<file path="src/msc_pkg.sv">
// ----------------------------------------------------------------------------
// msc_pkg
// Types and constants shared by the multi-standard CRC unit.
// ----------------------------------------------------------------------------
`default_nettype none

package msc_pkg;

    typedef logic [1:0] crc_mode_t;

    // Mode codes; the unused code folds as CRC-32.
    localparam crc_mode_t MODE_ARC   = 2'd0;
    localparam crc_mode_t MODE_CCITT = 2'd1;
    localparam crc_mode_t MODE_CRC32 = 2'd2;

    localparam logic [15:0] POLY_ARC     = 16'hA001;
    localparam logic [15:0] POLY_CCITT   = 16'h1021;
    localparam logic [31:0] POLY_CRC32   = 32'h04C1_1DB7;
    localparam logic [15:0] INIT_ARC     = 16'h0000;
    localparam logic [15:0] INIT_CCITT   = 16'hFFFF;
    localparam logic [31:0] INIT_CRC32   = 32'hFFFF_FFFF;
    localparam logic [31:0] XOROUT_CRC32 = 32'hFFFF_FFFF;

    typedef struct packed {
        logic [7:0] data_byte;
        logic       first_byte;
        logic       last_byte;
    } in_word_t;

    typedef struct packed {
        logic [31:0] remainder;
        logic [31:0] crc_value;
    } fold_res_t;

endpackage

`default_nettype wire

</file>
<file path="src/multi_standard_crc_unit.sv">
// ----------------------------------------------------------------------------
// multi_standard_crc_unit
// Byte-serial CRC engine: reflected CRC-16 (byte-swapped), CRC-16 CCITT or
// CRC-32, one finished CRC word per input byte.
// ----------------------------------------------------------------------------
// Takes one byte word per clock when the output is not stalled; its CRC word
// passes the input register, then the result register. The rate is set by
// the combinational eight-bit fold that feeds the remainder register;
// back-pressure on the output stalls the input register and the fold together.
// Write the mode register only while no word is in flight. s_tuser set reloads
// the mode initial value before that byte is folded; s_tlast is echoed on
// m_tlast. Without a first-byte word after reset folding starts from zero.
`default_nettype none

module multi_standard_crc_unit (
    input  var logic                aclk,
    input  var logic                aresetn,
    input  var logic                cfg_wr_en,
    input  var msc_pkg::crc_mode_t  cfg_wr_data,   // [1:0] crc_mode
    input  var logic                s_tvalid,
    output logic                    s_tready,
    input  var logic [7:0]          s_tdata,       // [7:0] data_byte
    input  var logic                s_tuser,       // [0] first_byte
    input  var logic                s_tlast,       // last_byte
    output logic                    m_tvalid,
    input  var logic                m_tready,
    output logic [31:0]             m_tdata,       // [31:0] crc_value
    output logic                    m_tlast        // is_final
);
    import msc_pkg::*;

    crc_mode_t   mode_reg;
    logic        in_valid_reg;
    in_word_t    in_word_reg;
    logic [31:0] rem_reg;
    logic        out_valid_reg;
    logic [31:0] out_crc_reg;
    logic        out_last_reg;
    logic        advance;
    fold_res_t   fold_res;

    assign advance  = !out_valid_reg || m_tready;
    assign s_tready = !in_valid_reg || advance;

    always_ff @(posedge aclk) begin
        if (!aresetn) begin
            mode_reg <= MODE_ARC;
        end else if (cfg_wr_en) begin
            mode_reg <= cfg_wr_data;
        end
    end

    // input register
    always_ff @(posedge aclk) begin
        if (!aresetn) begin
            in_valid_reg <= 1'b0;
        end else if (s_tready) begin
            in_valid_reg <= s_tvalid;
        end
    end

    always_ff @(posedge aclk) begin
        if (s_tvalid && s_tready) begin
            in_word_reg <= '{data_byte: s_tdata, first_byte: s_tuser, last_byte: s_tlast};
        end
    end

    msc_fold u_fold (
        .crc_mode  (mode_reg),
        .remainder (rem_reg),
        .word      (in_word_reg),
        .res       (fold_res)
    );

    // remainder and result register move together
    always_ff @(posedge aclk) begin
        if (!aresetn) begin
            rem_reg       <= 32'h0000_0000;
            out_valid_reg <= 1'b0;
        end else if (advance) begin
            out_valid_reg <= in_valid_reg;
            if (in_valid_reg) begin
                rem_reg <= fold_res.remainder;
            end
        end
    end

    always_ff @(posedge aclk) begin
        if (advance && in_valid_reg) begin
            out_crc_reg  <= fold_res.crc_value;
            out_last_reg <= in_word_reg.last_byte;
        end
    end

    assign m_tvalid = out_valid_reg;
    assign m_tdata  = out_crc_reg;
    assign m_tlast  = out_last_reg;

endmodule

`default_nettype wire

</file>
<file path="src/msc_fold.sv">
// ----------------------------------------------------------------------------
// msc_fold
// Folds one byte into the running remainder for the selected CRC mode and
// forms the finished CRC of the message so far.
// ----------------------------------------------------------------------------
`default_nettype none

module msc_fold (
    input  var msc_pkg::crc_mode_t crc_mode,
    input  var logic [31:0]        remainder,
    input  var msc_pkg::in_word_t  word,
    output msc_pkg::fold_res_t     res
);
    import msc_pkg::*;

    logic [15:0] arc_r;
    logic [15:0] ccitt_r;
    logic [31:0] crc32_r;

    // Reflected CRC-16, LSB first.
    always_comb begin
        arc_r = (word.first_byte ? INIT_ARC : remainder[15:0]) ^ {8'h00, word.data_byte};
        for (int i = 0; i < 8; i++) begin
            arc_r = arc_r[0] ? ((arc_r >> 1) ^ POLY_ARC) : (arc_r >> 1);
        end
    end

    always_comb begin
        ccitt_r = (word.first_byte ? INIT_CCITT : remainder[15:0]) ^ {word.data_byte, 8'h00};
        for (int i = 0; i < 8; i++) begin
            ccitt_r = ccitt_r[15] ? ((ccitt_r << 1) ^ POLY_CCITT) : (ccitt_r << 1);
        end
    end

    always_comb begin
        crc32_r = (word.first_byte ? INIT_CRC32 : remainder) ^ {word.data_byte, 24'h000000};
        for (int i = 0; i < 8; i++) begin
            crc32_r = crc32_r[31] ? ((crc32_r << 1) ^ POLY_CRC32) : (crc32_r << 1);
        end
    end

    always_comb begin
        unique case (crc_mode)
            MODE_ARC: begin
                res.remainder = {16'h0000, arc_r};
                // delivered byte-swapped
                res.crc_value = {16'h0000, arc_r[7:0], arc_r[15:8]};
            end
            MODE_CCITT: begin
                res.remainder = {16'h0000, ccitt_r};
                res.crc_value = {16'h0000, ccitt_r};
            end
            default: begin
                res.remainder = crc32_r;
                res.crc_value = crc32_r ^ XOROUT_CRC32;
            end
        endcase
    end

endmodule

`default_nettype wire

</file>
<file path="config.mk">
export PLATFORM = sky130hd
export DESIGN_NAME = multi_standard_crc_unit
export DESIGN_NICKNAME = d
export VERILOG_FILES = /design/src/msc_pkg.sv /design/src/multi_standard_crc_unit.sv /design/src/msc_fold.sv
export SDC_FILE = /design/constraint.sdc
export NUM_CORES = 1
export LEC_CHECK = 0
export ABC_AREA = 1
export BUFFER_PORTS_ARGS = -buffer_cell sky130_fd_sc_hd__buf_2
export CAP_MARGIN = 20
export CORE_UTILIZATION = 55
export CTS_BUF_LIST = sky130_fd_sc_hd__clkbuf_4
export DETAILED_ROUTE_END_ITERATION = 10
export GPL_ROUTABILITY_DRIVEN = 0
export PLACE_DENSITY = 0.8
export SLEW_MARGIN = 25
export SYNTH_ARGS = -nofsm -noshare
export SYNTH_HDL_FRONTEND = slang
export SYNTH_SLANG_ARGS = --single-unit
</file>
<file path="constraint.sdc">
create_clock -name aclk -period 2.8 [get_ports aclk]
set_clock_uncertainty 0.15 [all_clocks]
set_input_delay 0.14 -clock aclk [delete_from_list [all_inputs] [get_ports aclk]]
set_output_delay 0.14 -clock aclk [all_outputs]
set_load 0.02 [all_outputs]
</file>
==> run summary <==
Tot Pwr = 3460 uW
Syn Std Cell Area = 4730 um^2
Status = finished clean
Post-Route WL = 12300 um
Clock Path Buffers = 2
R2R setup slack = 90 ps
Slew HR = 60.1%
DR pass1 iterations = 6
Die Area = 8970 um^2
Avg Vias per Cell = 5.72
Worst-path fanout max = 25
Inserted Clock Buffers = 9
Power Internal = 2220 uW
Worst reg2reg path endpoint = m_tdata[8]
Leakage Power = 0.00237 uW
ANT cells = 0
Crit path kind = register to register
Final non-filler cell total = 754
Post-DP HPWL = 8630 um
Mean post-synth cell area = 8.38 um^2
Logic pwr share = 35.0%
Fmax = 369 MHz
Synth Flop Type = edfxtp_1
Critical Path End Type = register
IO buf count = 51
Yosys top cell by area = edfxtp_1
Syn nets = 581
Max_cap viols = 0
Ports = 52
Post-synth EDFFs = 43
DRC = 0
Hold violation total from the final report = 0
Fin crit share = 96.7%
Placed insts = 711
Area delta synth->final = 18.1%
Flop pwr share = 39.9%
Clock Power Share = 25.2%
Vias in the first global route = 3940
Most frequent cells in the layout = nand2_1, buf_2, nor2_1, xor2_1
Die H = 94.7 um
DR WL/cell = 16.4 um
Max-slew violations = 0
Placed cell area = 5130 um^2
CTS Root Cell = clkbuf_4
Std cell rows = 33
CTS clock-pin slew for the worst setup and hold paths = 120 ps
Largest cells by area after synthesis = edfxtp_1, dfxtp_1, nand2_1, xor2_1, xnor2_1
Core Area = 8260 um^2
Antenna Violating Nets Remaining = 0
Reg2Reg Launch Point = in_word_reg[1]
Starting density of the core = 57.2%
Final setup viols = 0
Sw Ratio = 35.7%
Hold Path Class = input pin to register
Req. time, crit path = 2860 ps
Warnings from Yosys = 0
Setup crit end = m_tdata[8]
Met3 wire len = 1390 um
Clock tree from TritonCTS = yes
Post-synth cell types = 36
Commonest non-fill, non-tap cell in the layout = nand2_1
Power per Cell Area = 620 nW/um^2
Global-route usage over all layers = 29.0%
Layout cells sized above 1 = 18.6%
DRT met1 WL = 4850 um
Worst slew pin tran = 597 ps
Seq/Total Area, Yosys = 42.6%
Flops & latches, synth = 79
Fin nets = 661
Critical path origin = in_word_reg[1]
Top sig layer = met4
First-pass GRT wire length = 19400 um
Design area = 5580 um^2
Asr flop ratio synth = 0%
Clk sink count = 79
H-Tree Depth = 3
Initial DRC Count = 528
Clock latency on the worst-skew pair = 450 ps
Largest net degree at the start of global routing = 33
Die X = 94.7 um
Worst hold slack = 236 ps
Net switching power = 1240 uW
Arrival @ worst endpoint = 2770 ps
VDD IR max = 395 uV
Gr ovfl total = 0
Minimum clock period = 2710 ps
Worst Setup Start Kind = register
Reg2reg path depth = 11
DR vias = 4315
Initial antenna violation count = 0
Synth top area share = 27.3%
Synthesized instance count = 564
Routed wl met2 = 5550 um
## routing by layer
layer	up-vias	GRT usage, %
met5	-	0
met3	48	6.92
li1	2011	-
met1	1977	37.6
met2	279	43.9
met4	0	17.4
## power by group through the flow
stage | Sequential, uW | Clock [uW] | Combinational [uW]
3_3_place_gp | 1400 | 0 | 1100
3_5_place_dp | 1400 | 0 | 1120
2_1_floorplan | 1440 | 0 | 788
4_1_cts | 1380 | 871 | 1150
6_report | 1380 | 871 | 1210
5_1_grt | 1390 | 925 | 1310
## logic make-up after synthesis
kind of cell | share of synthesized area [%]
AOI/OAI and AO/OA | 11.3
buffers and inverters | 6.01
and+or+nand+nor | 22.2
DFF | 42.6
xor gates and xnor gates | 17.9
## timing repair
action,4_1_cts,5_1_grt
setup endpoints to repair,0,2
hold buffers,20,0
endpoints found under the hold margin,26,0
buffers inserted,0,6
gates resized for setup,0,3
## cell type report
type | count | area, um^2
Sequential cell | 79 | 2010
Clock buffer | 10 | 75.1
Inverter | 48 | 184
Tap cell | 105 | 131
Multi-Input combinational cell | 415 | 2440
Fill cell | 655 | 2670
Timing Repair Buffer | 90 | 623
Timing Repair inverter | 1 | 7.51
Clock inverter | 6 | 109
## worst min path at each step
stage / from / end / slack (ps) / cells past startpoint
after floorplan: s_tlast / in_word_reg[0] / 90 / 0
after global placement: s_tdata[3] / in_word_reg[5] / 170 / 1
after detailed placement: s_tdata[2] / in_word_reg[4] / 170 / 1
after CTS: s_tdata[2] / in_word_reg[4] / 230 / 2
after global routing: s_tlast / in_word_reg[0] / 230 / 2
final: s_tdata[2] / in_word_reg[4] / 240 / 2
## worst max-delay path: stages (launching register included)
cell	delay [ps]
edfxtp_1	590
buf_12	250
nor2_4	110
xor2_1	270
nand2_1	140
nand2_4	190
xnor2_4	190
xor2_1	240
or2_1	160
nand2_1	60
nand2_1	60
nand3_1	60
## cell usage after synthesis (4+ instances only)
library cell and number:
nand2_2 5, edfxtp_1 43, o21ai_0 30, xnor2_2 4, a21oi_1 31, xnor2_1 25, dfxtp_1 36, nor2_4 5
xor2_1 47, a41oi_1 8, nand2_1 134, nand3_1 42, clkbuf_1 16, xor2_2 6, o211ai_1 12, inv_1 45
nor2_1 47
## through the flow
| step | worst slack [ps] | setup TNS [ps] | utilization, % |
|---|---|---|---|
| 2_1_floorplan | 210 | 0 | - |
| 5_1_grt | -59.9 | -74.3 | 67.6 |
| 3_3_place_gp | 285 | 0 | 62.2 |
| 6_report | 93.2 | 0 | 67.6 |
| 4_1_cts | 188 | 0 | 66.8 |
| 3_5_place_dp | 249 | 0 | 62.2 |
No activity file was read; power rests on OpenSTA's default activity.
